## src/hw/rtl/cipf_pkg.sv

```systemverilog
// ----------------------------------------------------------------------------
// cipf_pkg
// Shared types, constants and the ident range table of the CSS input
// code point filter.
// ----------------------------------------------------------------------------
package cipf_pkg;

  localparam int unsigned QUEUE_DEPTH = 4;
  localparam int unsigned CP_W        = 21;
  localparam int unsigned MAX_RES     = 3;
  localparam int unsigned NUM_RANGES  = 15;

  localparam logic [CP_W-1:0] CP_REPL = 21'h00FFFD;
  localparam logic [CP_W-1:0] CP_LF   = 21'h00000A;
  localparam logic [CP_W-1:0] CP_CR   = 21'h00000D;
  localparam logic [CP_W-1:0] CP_FF   = 21'h00000C;
  localparam logic [CP_W-1:0] CP_NUL  = 21'h000000;

  localparam logic [7:0] CONT_LO = 8'h80;
  localparam logic [7:0] CONT_HI = 8'hBF;

  typedef struct packed {
    logic            eof;
    logic [CP_W-1:0] cp;
  } entry_t;

  typedef struct packed {
    logic [1:0]             cnt;
    entry_t [MAX_RES-1:0]   ent;
  } bundle_t;

  localparam logic [CP_W-1:0] RANGE_LO [NUM_RANGES] = '{
    21'h0000B7, 21'h0000C0, 21'h0000D8, 21'h0000F8, 21'h00037F,
    21'h00200C, 21'h00200D, 21'h00203F, 21'h002040, 21'h002070,
    21'h002C00, 21'h003001, 21'h00F900, 21'h00FDF0, 21'h010000
  };
  localparam logic [CP_W-1:0] RANGE_HI [NUM_RANGES] = '{
    21'h0000B7, 21'h0000D6, 21'h0000F6, 21'h00037D, 21'h001FFF,
    21'h00200C, 21'h00200D, 21'h00203F, 21'h002040, 21'h00218F,
    21'h002FEF, 21'h00D7FF, 21'h00FDCF, 21'h00FFFD, 21'h10FFFF
  };

  function automatic logic is_non_ascii(input logic [CP_W-1:0] cp);
    logic hit;
    hit = 1'b0;
    for (int i = 0; i < NUM_RANGES; i++) begin
      if (cp >= RANGE_LO[i] && cp <= RANGE_HI[i]) begin
        hit = 1'b1;
      end
    end
    return hit;
  endfunction

endpackage

```

## src/hw/rtl/cipf_front.sv

```systemverilog
// ----------------------------------------------------------------------------
// cipf_front
// UTF-8 decoder with replacement and newline/NUL filtering; turns one byte
// into a bundle of up to three code points.
// ----------------------------------------------------------------------------
module cipf_front (
  input  logic              clk,
  input  logic              rst_n,
  input  logic              in_tvalid,
  output logic              in_tready,
  input  logic [7:0]        in_byte,
  input  logic              in_end,
  input  logic              q_full,
  output logic              q_wr,
  output cipf_pkg::bundle_t q_data
);

  typedef enum logic [1:0] {
    SURR_NONE,
    SURR_LEAD,
    SURR_HELD
  } surr_t;

  logic [1:0]                 need_r, need_nxt;
  logic [1:0]                 seen_r, seen_nxt;
  logic [cipf_pkg::CP_W-1:0]  part_r, part_nxt;
  logic [7:0]                 lower_r, lower_nxt;
  logic [7:0]                 upper_r, upper_nxt;
  surr_t                      sp_r, sp_nxt;
  logic                       acr_r, acr_nxt;

  logic                       acc;

  logic                       ld_emit;
  logic [cipf_pkg::CP_W-1:0]  ld_cp;
  logic [1:0]                 ld_need;
  logic [cipf_pkg::CP_W-1:0]  ld_part;
  logic [7:0]                 ld_lower;
  logic [7:0]                 ld_upper;
  surr_t                      ld_sp;

  cipf_pkg::entry_t [cipf_pkg::MAX_RES-1:0] raw;
  logic [1:0]                 raw_n;
  logic                       prev_cr;
  logic                       drop;
  logic [cipf_pkg::CP_W-1:0]  shifted;
  logic [2:0]                 seen_inc;

  function automatic cipf_pkg::entry_t map_cp(input cipf_pkg::entry_t e);
    cipf_pkg::entry_t m;
    m = e;
    if (!e.eof) begin
      if (e.cp == cipf_pkg::CP_CR || e.cp == cipf_pkg::CP_FF) begin
        m.cp = cipf_pkg::CP_LF;
      end else if (e.cp == cipf_pkg::CP_NUL) begin
        m.cp = cipf_pkg::CP_REPL;
      end
    end
    return m;
  endfunction

  assign in_tready = !q_full;
  assign acc       = in_tvalid && in_tready;

  // lead byte decode
  always_comb begin
    ld_emit  = 1'b0;
    ld_cp    = cipf_pkg::CP_REPL;
    ld_need  = 2'd0;
    ld_part  = '0;
    ld_lower = cipf_pkg::CONT_LO;
    ld_upper = cipf_pkg::CONT_HI;
    ld_sp    = SURR_NONE;
    if (in_byte < 8'h80) begin
      ld_emit = 1'b1;
      ld_cp   = {13'd0, in_byte};
    end else if (in_byte inside {[8'hC2:8'hDF]}) begin
      ld_need = 2'd1;
      ld_part = {16'd0, in_byte[4:0]};
    end else if (in_byte inside {[8'hE0:8'hEF]}) begin
      ld_need = 2'd2;
      ld_part = {17'd0, in_byte[3:0]};
      if (in_byte == 8'hE0) begin
        ld_lower = 8'hA0;
      end
      if (in_byte == 8'hED) begin
        ld_upper = 8'h9F;
        ld_sp    = SURR_LEAD;
      end
    end else if (in_byte inside {[8'hF0:8'hF4]}) begin
      ld_need = 2'd3;
      ld_part = {18'd0, in_byte[2:0]};
      if (in_byte == 8'hF0) begin
        ld_lower = 8'h90;
      end
      if (in_byte == 8'hF4) begin
        ld_upper = 8'h8F;
      end
    end else begin
      ld_emit = 1'b1;
    end
  end

  assign shifted  = {part_r[cipf_pkg::CP_W-7:0], in_byte[5:0]};
  assign seen_inc = {1'b0, seen_r} + 3'd1;

  // step
  always_comb begin
    need_nxt  = need_r;
    seen_nxt  = seen_r;
    part_nxt  = part_r;
    lower_nxt = lower_r;
    upper_nxt = upper_r;
    sp_nxt    = sp_r;
    raw       = '0;
    raw_n     = 2'd0;
    prev_cr   = acr_r;
    if (in_end) begin
      prev_cr   = 1'b0;
      need_nxt  = 2'd0;
      seen_nxt  = 2'd0;
      part_nxt  = '0;
      lower_nxt = cipf_pkg::CONT_LO;
      upper_nxt = cipf_pkg::CONT_HI;
      sp_nxt    = SURR_NONE;
      if (sp_r == SURR_HELD) begin
        raw[0].cp  = cipf_pkg::CP_REPL;
        raw[1].cp  = cipf_pkg::CP_REPL;
        raw[2].eof = 1'b1;
        raw_n      = 2'd3;
      end else if (need_r != 2'd0) begin
        raw[0].cp  = cipf_pkg::CP_REPL;
        raw[1].eof = 1'b1;
        raw_n      = 2'd2;
      end else begin
        raw[0].eof = 1'b1;
        raw_n      = 2'd1;
      end
    end else if (sp_r == SURR_HELD) begin
      raw[0].cp = cipf_pkg::CP_REPL;
      if (in_byte inside {[cipf_pkg::CONT_LO:cipf_pkg::CONT_HI]}) begin
        need_nxt  = 2'd0;
        seen_nxt  = 2'd0;
        part_nxt  = '0;
        lower_nxt = cipf_pkg::CONT_LO;
        upper_nxt = cipf_pkg::CONT_HI;
        sp_nxt    = SURR_NONE;
        raw_n     = 2'd1;
      end else begin
        need_nxt  = ld_need;
        seen_nxt  = 2'd0;
        part_nxt  = ld_part;
        lower_nxt = ld_lower;
        upper_nxt = ld_upper;
        sp_nxt    = ld_sp;
        raw[1].cp = cipf_pkg::CP_REPL;
        raw[2].cp = ld_cp;
        raw_n     = ld_emit ? 2'd3 : 2'd2;
      end
    end else if (need_r == 2'd0) begin
      need_nxt  = ld_need;
      seen_nxt  = 2'd0;
      part_nxt  = ld_part;
      lower_nxt = ld_lower;
      upper_nxt = ld_upper;
      sp_nxt    = ld_sp;
      raw[0].cp = ld_cp;
      raw_n     = ld_emit ? 2'd1 : 2'd0;
    end else if (in_byte < lower_r || in_byte > upper_r) begin
      if (sp_r == SURR_LEAD && seen_r == 2'd0 && in_byte inside {[8'hA0:8'hBF]}) begin
        // encoded surrogate: hold ED A0-BF
        need_nxt  = 2'd0;
        seen_nxt  = 2'd0;
        part_nxt  = '0;
        lower_nxt = cipf_pkg::CONT_LO;
        upper_nxt = cipf_pkg::CONT_HI;
        sp_nxt    = SURR_HELD;
      end else begin
        need_nxt  = ld_need;
        seen_nxt  = 2'd0;
        part_nxt  = ld_part;
        lower_nxt = ld_lower;
        upper_nxt = ld_upper;
        sp_nxt    = ld_sp;
        raw[0].cp = cipf_pkg::CP_REPL;
        raw[1].cp = ld_cp;
        raw_n     = ld_emit ? 2'd2 : 2'd1;
      end
    end else begin
      lower_nxt = cipf_pkg::CONT_LO;
      upper_nxt = cipf_pkg::CONT_HI;
      sp_nxt    = SURR_NONE;
      part_nxt  = shifted;
      seen_nxt  = seen_inc[1:0];
      if (seen_inc >= {1'b0, need_r}) begin
        need_nxt  = 2'd0;
        seen_nxt  = 2'd0;
        part_nxt  = '0;
        raw[0].cp = shifted;
        raw_n     = 2'd1;
      end
    end
  end

  // CRLF folding and code point substitution
  always_comb begin
    drop    = prev_cr && (raw_n != 2'd0) && !raw[0].eof && (raw[0].cp == cipf_pkg::CP_LF);
    acr_nxt = 1'b0;
    for (int i = 0; i < cipf_pkg::MAX_RES; i++) begin
      if (2'(i) < raw_n && !raw[i].eof && raw[i].cp == cipf_pkg::CP_CR) begin
        acr_nxt = 1'b1;
      end
    end
    q_data.cnt = raw_n - {1'b0, drop};
    for (int i = 0; i < cipf_pkg::MAX_RES; i++) begin
      q_data.ent[i] = map_cp(raw[i]);
    end
    if (drop) begin
      q_data.ent[0] = map_cp(raw[1]);
      q_data.ent[1] = map_cp(raw[2]);
      q_data.ent[2] = '0;
    end
    q_wr = acc && (q_data.cnt != 2'd0);
  end

  always_ff @(posedge clk) begin
    if (!rst_n) begin
      need_r  <= 2'd0;
      seen_r  <= 2'd0;
      part_r  <= '0;
      lower_r <= cipf_pkg::CONT_LO;
      upper_r <= cipf_pkg::CONT_HI;
      sp_r    <= SURR_NONE;
      acr_r   <= 1'b0;
    end else if (acc) begin
      need_r  <= need_nxt;
      seen_r  <= seen_nxt;
      part_r  <= part_nxt;
      lower_r <= lower_nxt;
      upper_r <= upper_nxt;
      sp_r    <= sp_nxt;
      acr_r   <= acr_nxt;
    end
  end

`ifndef SYNTHESIS
  a_idle_no_seen: assert property (@(posedge clk) disable iff (!rst_n)
    (need_r == 2'd0) |-> (seen_r == 2'd0))
    else $error("continuation count set with no sequence open");
  a_held_closed: assert property (@(posedge clk) disable iff (!rst_n)
    (sp_r == SURR_HELD) |-> (need_r == 2'd0 && lower_r == cipf_pkg::CONT_LO))
    else $error("held surrogate with an open sequence");
`endif

endmodule

```

## src/hw/rtl/cipf_queue.sv

```systemverilog
// ----------------------------------------------------------------------------
// cipf_queue
// Small FIFO of result bundles between decoder and output serializer.
// ----------------------------------------------------------------------------
module cipf_queue #(
  parameter int unsigned Depth = cipf_pkg::QUEUE_DEPTH
) (
  input  logic              clk,
  input  logic              rst_n,
  input  logic              wr_en,
  input  cipf_pkg::bundle_t wr_data,
  output logic              full,
  input  logic              rd_en,
  output cipf_pkg::bundle_t rd_data,
  output logic              empty
);

  localparam int unsigned PtrW = (Depth > 1) ? $clog2(Depth) : 1;
  localparam int unsigned CntW = $clog2(Depth + 1);

  cipf_pkg::bundle_t mem_r [Depth];
  logic [PtrW-1:0]   wr_ptr_r, wr_ptr_nxt;
  logic [PtrW-1:0]   rd_ptr_r, rd_ptr_nxt;
  logic [CntW-1:0]   count_r, count_nxt;

  assign full    = (count_r == CntW'(Depth));
  assign empty   = (count_r == '0);
  assign rd_data = mem_r[rd_ptr_r];

  always_comb begin
    wr_ptr_nxt = wr_ptr_r;
    rd_ptr_nxt = rd_ptr_r;
    if (wr_en) begin
      wr_ptr_nxt = (wr_ptr_r == PtrW'(Depth - 1)) ? '0 : wr_ptr_r + 1'b1;
    end
    if (rd_en) begin
      rd_ptr_nxt = (rd_ptr_r == PtrW'(Depth - 1)) ? '0 : rd_ptr_r + 1'b1;
    end
    count_nxt = count_r + CntW'(wr_en) - CntW'(rd_en);
  end

  always_ff @(posedge clk) begin
    if (wr_en) begin
      mem_r[wr_ptr_r] <= wr_data;
    end
  end

  always_ff @(posedge clk) begin
    if (!rst_n) begin
      wr_ptr_r <= '0;
      rd_ptr_r <= '0;
      count_r  <= '0;
    end else begin
      wr_ptr_r <= wr_ptr_nxt;
      rd_ptr_r <= rd_ptr_nxt;
      count_r  <= count_nxt;
    end
  end

`ifndef SYNTHESIS
  a_no_overflow: assert property (@(posedge clk) disable iff (!rst_n)
    wr_en |-> (!full || rd_en))
    else $error("write into full queue");
  a_no_underflow: assert property (@(posedge clk) disable iff (!rst_n)
    rd_en |-> !empty)
    else $error("read from empty queue");
`endif

endmodule

```

## src/hw/rtl/cipf_back.sv

```systemverilog
// ----------------------------------------------------------------------------
// cipf_back
// Serializes queued bundles one code point per transfer, adds the ident
// flags and holds the result in the output register.
// ----------------------------------------------------------------------------
module cipf_back (
  input  logic              clk,
  input  logic              rst_n,
  input  cipf_pkg::bundle_t q_data,
  input  logic              q_empty,
  output logic              q_rd,
  output logic              out_tvalid,
  input  logic              out_tready,
  output logic [23:0]       out_tdata,
  output logic [3:0]        out_tuser,
  output logic              out_tlast
);

  logic [1:0]                idx_r, idx_nxt;
  logic                      valid_r, valid_nxt;
  logic [cipf_pkg::CP_W-1:0] cp_r;
  logic                      eof_r, st_r, id_r, na_r, last_r;

  logic                      load;
  logic                      is_last;
  cipf_pkg::entry_t          ent;
  logic                      na, st, id;

  assign load    = !q_empty && (!valid_r || out_tready);
  assign ent     = q_data.ent[idx_r];
  assign is_last = (idx_r == q_data.cnt - 2'd1);
  assign q_rd    = load && is_last;

  always_comb begin
    na = !ent.eof && cipf_pkg::is_non_ascii(ent.cp);
    st = !ent.eof && ((ent.cp inside {[21'h41:21'h5A], [21'h61:21'h7A]}) ||
                      ent.cp == 21'h5F || na);
    id = !ent.eof && (st || (ent.cp inside {[21'h30:21'h39]}) || ent.cp == 21'h2D);
  end

  always_comb begin
    idx_nxt   = idx_r;
    valid_nxt = valid_r;
    if (load) begin
      idx_nxt   = is_last ? 2'd0 : idx_r + 2'd1;
      valid_nxt = 1'b1;
    end else if (out_tready) begin
      valid_nxt = 1'b0;
    end
  end

  always_ff @(posedge clk) begin
    if (!rst_n) begin
      idx_r   <= 2'd0;
      valid_r <= 1'b0;
    end else begin
      idx_r   <= idx_nxt;
      valid_r <= valid_nxt;
    end
  end

  always_ff @(posedge clk) begin
    if (load) begin
      cp_r   <= ent.eof ? '0 : ent.cp;
      eof_r  <= ent.eof;
      st_r   <= st;
      id_r   <= id;
      na_r   <= na;
      last_r <= is_last;
    end
  end

  assign out_tvalid = valid_r;
  assign out_tdata  = {3'd0, cp_r};
  assign out_tuser  = {na_r, id_r, st_r, eof_r};
  assign out_tlast  = last_r;

`ifndef SYNTHESIS
  a_idx_in_bundle: assert property (@(posedge clk) disable iff (!rst_n)
    !q_empty |-> (idx_r < q_data.cnt))
    else $error("serializer index beyond bundle");
`endif

endmodule

```

## src/hw/rtl/css_input_code_point_filter_top.sv

```systemverilog
// ----------------------------------------------------------------------------
// css_input_code_point_filter_top
// CSS input code point filter: UTF-8 decode with replacement, newline
// folding and ident classification of a stylesheet byte stream.
//
// Input channel: one source byte per transfer on in_tdata; in_tlast high
// marks the end of the text (data ignored), which flushes any open
// sequence and yields an EOF result. Output channel: one code point per
// transfer, with is_eof and ident flags on out_tuser and out_tlast high on
// the final result caused by an input byte. Bytes that complete no code
// point (and LF after CR) give no output.
// A result passes the bundle queue and then the output register.
// Throughput: one byte per clock while the queue is not full; a byte
// with two or three results leaves as that many transfers of the single
// output register. A bundle queue of QueueDepth entries decouples the
// decoder from the output, so in_tready drops only when it fills.
// Reset (rst_n low, synchronous) empties the queue and returns the
// decoder to its idle state. When the receiver stalls the output holds
// and input keeps flowing until the queue is full.
// ----------------------------------------------------------------------------
module css_input_code_point_filter_top #(
  parameter int unsigned QueueDepth = cipf_pkg::QUEUE_DEPTH
) (
  input  logic        clk,
  input  logic        rst_n,
  input  logic        in_tvalid,
  output logic        in_tready,
  input  logic [7:0]  in_tdata,   // [7:0] byte_value
  input  logic        in_tlast,   // end_of_stream
  output logic        out_tvalid,
  input  logic        out_tready,
  output logic [23:0] out_tdata,  // [20:0] code_point, [23:21] zero
  output logic [3:0]  out_tuser,  // [0] is_eof, [1] ident_start, [2] ident_char,
                                  // [3] intl_ident
  output logic        out_tlast   // last
);

  logic              q_wr;
  logic              q_rd;
  logic              q_full;
  logic              q_empty;
  cipf_pkg::bundle_t q_wdata;
  cipf_pkg::bundle_t q_rdata;

  cipf_front u_front (
    .clk       (clk),
    .rst_n     (rst_n),
    .in_tvalid (in_tvalid),
    .in_tready (in_tready),
    .in_byte   (in_tdata),
    .in_end    (in_tlast),
    .q_full    (q_full),
    .q_wr      (q_wr),
    .q_data    (q_wdata)
  );

  cipf_queue #(
    .Depth (QueueDepth)
  ) u_queue (
    .clk     (clk),
    .rst_n   (rst_n),
    .wr_en   (q_wr),
    .wr_data (q_wdata),
    .full    (q_full),
    .rd_en   (q_rd),
    .rd_data (q_rdata),
    .empty   (q_empty)
  );

  cipf_back u_back (
    .clk        (clk),
    .rst_n      (rst_n),
    .q_data     (q_rdata),
    .q_empty    (q_empty),
    .q_rd       (q_rd),
    .out_tvalid (out_tvalid),
    .out_tready (out_tready),
    .out_tdata  (out_tdata),
    .out_tuser  (out_tuser),
    .out_tlast  (out_tlast)
  );

endmodule
```

## config.mk

```make
export PLATFORM = sky130hd
export DESIGN_NAME = css_input_code_point_filter_top
export DESIGN_NICKNAME = d
export VERILOG_FILES = /design/src/hw/rtl/cipf_pkg.sv /design/src/hw/rtl/cipf_front.sv /design/src/hw/rtl/cipf_queue.sv /design/src/hw/rtl/cipf_back.sv /design/src/hw/rtl/css_input_code_point_filter_top.sv
export SDC_FILE = /design/constraint.sdc
export NUM_CORES = 1
export LEC_CHECK = 0
export BUFFER_PORTS_ARGS = -buffer_cell sky130_fd_sc_hd__buf_2
export CAP_MARGIN = 20
export CORE_MARGIN = 4
export CORE_UTILIZATION = 32
export CTS_BUF_LIST = sky130_fd_sc_hd__clkbuf_16
export DETAILED_ROUTE_END_ITERATION = 7
export GPL_TIMING_DRIVEN = 0
export HOLD_SLACK_MARGIN = 0.12
export MAX_ROUTING_LAYER = met4
export PLACE_DENSITY = 0.45
export SLEW_MARGIN = 20
export SYNTH_ARGS = -nofsm -noshare
export SYNTH_HDL_FRONTEND = slang
export SYNTH_HIERARCHICAL = 1
export SYNTH_SLANG_ARGS = --single-unit
export TNS_END_PERCENT = 1
```

## constraint.sdc

```tcl
create_clock -name clk -period 11.5 [get_ports clk]
set_clock_uncertainty 0.1 [all_clocks]
set_input_delay 2.3 -clock clk [delete_from_list [all_inputs] [get_ports clk]]
set_output_delay 2.3 -clock clk [all_outputs]
set_load 0.005 [all_outputs]
```

==> run summary <==
The flow ran to the end, and the final reports show no timing, DRC or antenna violations. edfxtp_1 takes more of the synthesized area than any other cell. The count of yosys warnings during synthesis came out at 6.

The number of levels in the clock H-tree came out at 2. The instance area after placement came out at 16500 sq um. The total power divided by cell area came out at 227 nW/um^2. The number of hold buffers added after CTS is 0. The static leakage power came out at 5.72 nW.

Setup repair after global routing left no endpoint under its margin. TritonCTS built the clock tree. The worst setup path is captured at a register. The initial antenna violation count came out at 1. In the final design database the tool counted 1167 nets. The combined global-route utilization of all metal layers is 0.154. Of the total synthesized cell area, the portion taken by AND, OR, NAND and NOR gates is 0.0929. Entering global routing, the biggest net connects 43 pins. For this run, the top clock speed supported by timing is 0.150 GHz. The critical path data arrival time came out at approximately 6.8 ns. After detailed routing, the total wire length is ~38 mm. The combinational family with the most area after synthesis is multiplexers. The mean area per synthesized cell is 14.7 sq um. The summed negative setup slack over all endpoints is 0 ns. In this run the clock root is driven by a clkbuf_16. The first TritonRoute pass finished after 5 iterations. The startpoint class of the critical path is an input port. The number of filler instances in the final layout is between 4000 and 5000. The max capacitance violation total is 0.

The I/O pin count came out at 44. The area overhead of the layout relative to synthesis is 14.9%. The flip-flop and latch count after synthesis came out at 336.

The final number of hold-violating endpoints is 0. The site row count came out at 79. The netlist uses 78 different library cells. The area of the mapped netlist is 15300 sq um. The number of synthesized flops with an enable pin came out at 298. The source-to-sink clock delay at the later pin of the worst-skew pair came out at 0.55 ns. The floorplan core area came out at 47000 sq um. The remaining routing DRC violations came out at 0. The number of global-route vias before repair is 9132.

Yosys instantiated no cell more often than edfxtp_1. The finished cells cover about 18000 sq um. The area of the die is 51500 sq um.

Routability-driven placement finished with a final weighted congestion of around 0.9. The overall die width is 227 microns. After clock tree synthesis, the clock-pin slew on the worst setup and hold paths is around 0.050 ns. The fraction of layout cells with a size suffix above 1 is 0.229.

The area share of the leading cell type in the synthesized netlist is 0.583. The number of port buffers came out at 39. The via count normalized by instance count came out at about 5.1. After detailed routing, the average wire length per cell comes to 21.3 microns. The first-pass GRT wire length is between 50 and 60 mm. At the pin with the least slew margin, the transition time is around 0.84 ns. The worst IR drop on VDD came out at 0.000146 V. The starting density of the core is 0.327.

The synthesized-area fraction occupied by ao, oa, aoi and oai cells is 0.0938. The synthesized-area fraction occupied by adder cells is 0.0140. The final worst-path cycle share came out at 0.581.

The chip height is 227 microns. The finished layout holds between 1500 and 2000 standard cells, fillers aside. The predominant post-synthesis flop cell is edfxtp_1. In the synthesized netlist, the cells that appear most often are edfxtp_1, nor2_1, mux4_2. The parity-gate share of the synthesized area counting xor and xnor cells came out at 0.00375. The number of buffers inserted to repair setup after CTS came out at 0. The sequential cell area fraction in the yosys report came out at 0.633. Of all nets on the critical path, the largest fanout is 37.

The post-place setup slack came out at 4.24 ns. The path class of the tightest hold or removal check is register to register. The post-detailed-placement half-perimeter wirelength is 25.7 mm. Once detail routing completed, the nets flagged for antenna violations numbered 0. The max-slew violation total from the final report is 0. By area the synthesized netlist is led by edfxtp_1, mux4_2, dfxtp_1. The path type of the worst setup path is input port to register. The clock passes through at most 3 buffers. The required time at the worst-slack endpoint came out at approximately 12 ns. The number of standard cells after synthesis came out at 1041. The time the final worst path needs with I/O delays and setup came out at 6.68 ns. The proportion of register bits with asynchronous set or reset after synthesis came out at 0. The relative slew slack is 0.440. The antenna diode count came out at 0. The total overflow reported by the global router came out at 0. In this run, post-CTS repair resized a total of 0 instances. Once routing completed, OpenROAD measured the worst setup slack at between 4 and 5 ns.

After detailed placement, the design holds a cell count of ~1700. The first-iteration detailed-routing DRC count came out at 722. Across all layers, the routed design uses 9100 vias. Setup violations remaining at the end of the flow were counted as 0. Counting every sink on the clock net gives 336.

The TritonCTS buffer count came out at 39. The multiplexer area fraction after synthesis is 0.115.
[state kept, by name, summed over array words and instances, names as in the netlist, 2 cells and up, named ones only]
| signal | count |
|---|---|
| u_queue/wr_ptr_r | 2 |
| u_queue/rd_ptr_r | 2 |
| u_queue/count_r | 3 |
| u_queue/mem_r | 272 |
| u_front/lower_r | 2 |
| u_front/upper_r | 2 |
| u_front/part_r | 15 |
| u_back/cp_r | 21 |
| u_front/seen_r | 2 |
| u_front/need_r | 2 |
| u_back/idx_r | 2 |
| u_front/sp_r | 2 |
[cells by family (layout without fill, tap and decap cells)]
family | after synthesis | count (layout)
AOI/OAI and AO/OA | 196 | 196
xor gates and xnor gates | 5 | 5
other | 2 | 13
adders and majority gates | 16 | 16
DFF | 336 | 336
and+or+nand+nor | 278 | 278
buffers and inverters | 116 | 232
muxes | 92 | 92
[worst max-delay path: stages]
cell	delay [ns]
buf_2	0.12
ha_1	0.31
a21oi_1	0.24
a31oi_4	0.09
o31ai_1	0.62
a22oi_1	0.25
o211a_1	0.34
nand4_1	0.28
inv_1	0.10
ha_1	0.20
xnor2_1	0.36
nor2_1	0.07
nor2_1	0.47
and2_4	0.68
buf_12	0.30
[layout make-up]
cell class                 count  area, sq um  share of cell area
clock buffer                  40         1000              0.0568
timing repair buffer          45          313              0.0178
sequential                   336         9710               0.551
buffer                        91          621              0.0352
multi-input combinational    600         4970               0.282
clock inverter                31          150             0.00852
inverter                      25         93.8             0.00533
tap                          607          759              0.0431
[metal layers]
metal,global-route usage,share of wire,vias up
met4,0.0400,0.022,0
met2,0.236,0.46,242
met5,-,0,-
li1,-,-,4230
met3,0.0300,0.054,57
met1,0.212,0.46,4571
[path summary, 6_finish.rpt]
kind                                                       from                              end  slack [ns]  cells past startpoint
worst min register to register  u_front/lower_r[5]$_SDFFE_PN0P_  u_front/lower_r[5]$_SDFFE_PN0P_        0.36                      2
worst max register to register   u_front/seen_r[0]$_SDFFE_PN0P_   u_queue/mem_r[1][42]$_DFFE_PP_        5.96                     15
worst min-delay path            u_front/lower_r[5]$_SDFFE_PN0P_  u_front/lower_r[5]$_SDFFE_PN0P_        0.36                      2
worst max-delay path                                in_tdata[5]   u_queue/mem_r[1][42]$_DFFE_PP_        4.82                     15
[power by group]
group / internal [W] / total [W] / switching, W
combinational: 0.000534 / 0.00136 / 0.000825
sequential: 0.00150 / 0.00153 / 0.0000312
clock: 0.000630 / 0.00111 / 0.000482
total: 0.00267 / 0.00401 / 0.00134
[layout by cell type (no fill, tap or decap), drive strengths merged, types with 13 or more instances in the layout]
master   count
nor2b       24
mux4        68
clkbuf      65
conb        13
buf        111
nor3        20
dfxtp       38
o21ai       44
nor2        90
a21oi       49
ha          14
mux2i       24
nand2       54
edfxtp     298
inv         35
clkinv      20
a22oi       15
a2bb2oi     20
nor4        18
[metrics by stage]
stage | power [W] | utilization | hold slack [ns]
4_1_cts | 0.00407 | 0.375 | 0.372
3_5_place_dp | 0.00294 | 0.351 | 0.357
2_1_floorplan | 0.00251 | - | 0.338
3_3_place_gp | 0.00294 | 0.348 | 0.355
5_1_grt | 0.00425 | 0.375 | 0.393
6_report | 0.00401 | 0.375 | 0.364
Note: power is estimated with default switching activity, not from simulation.
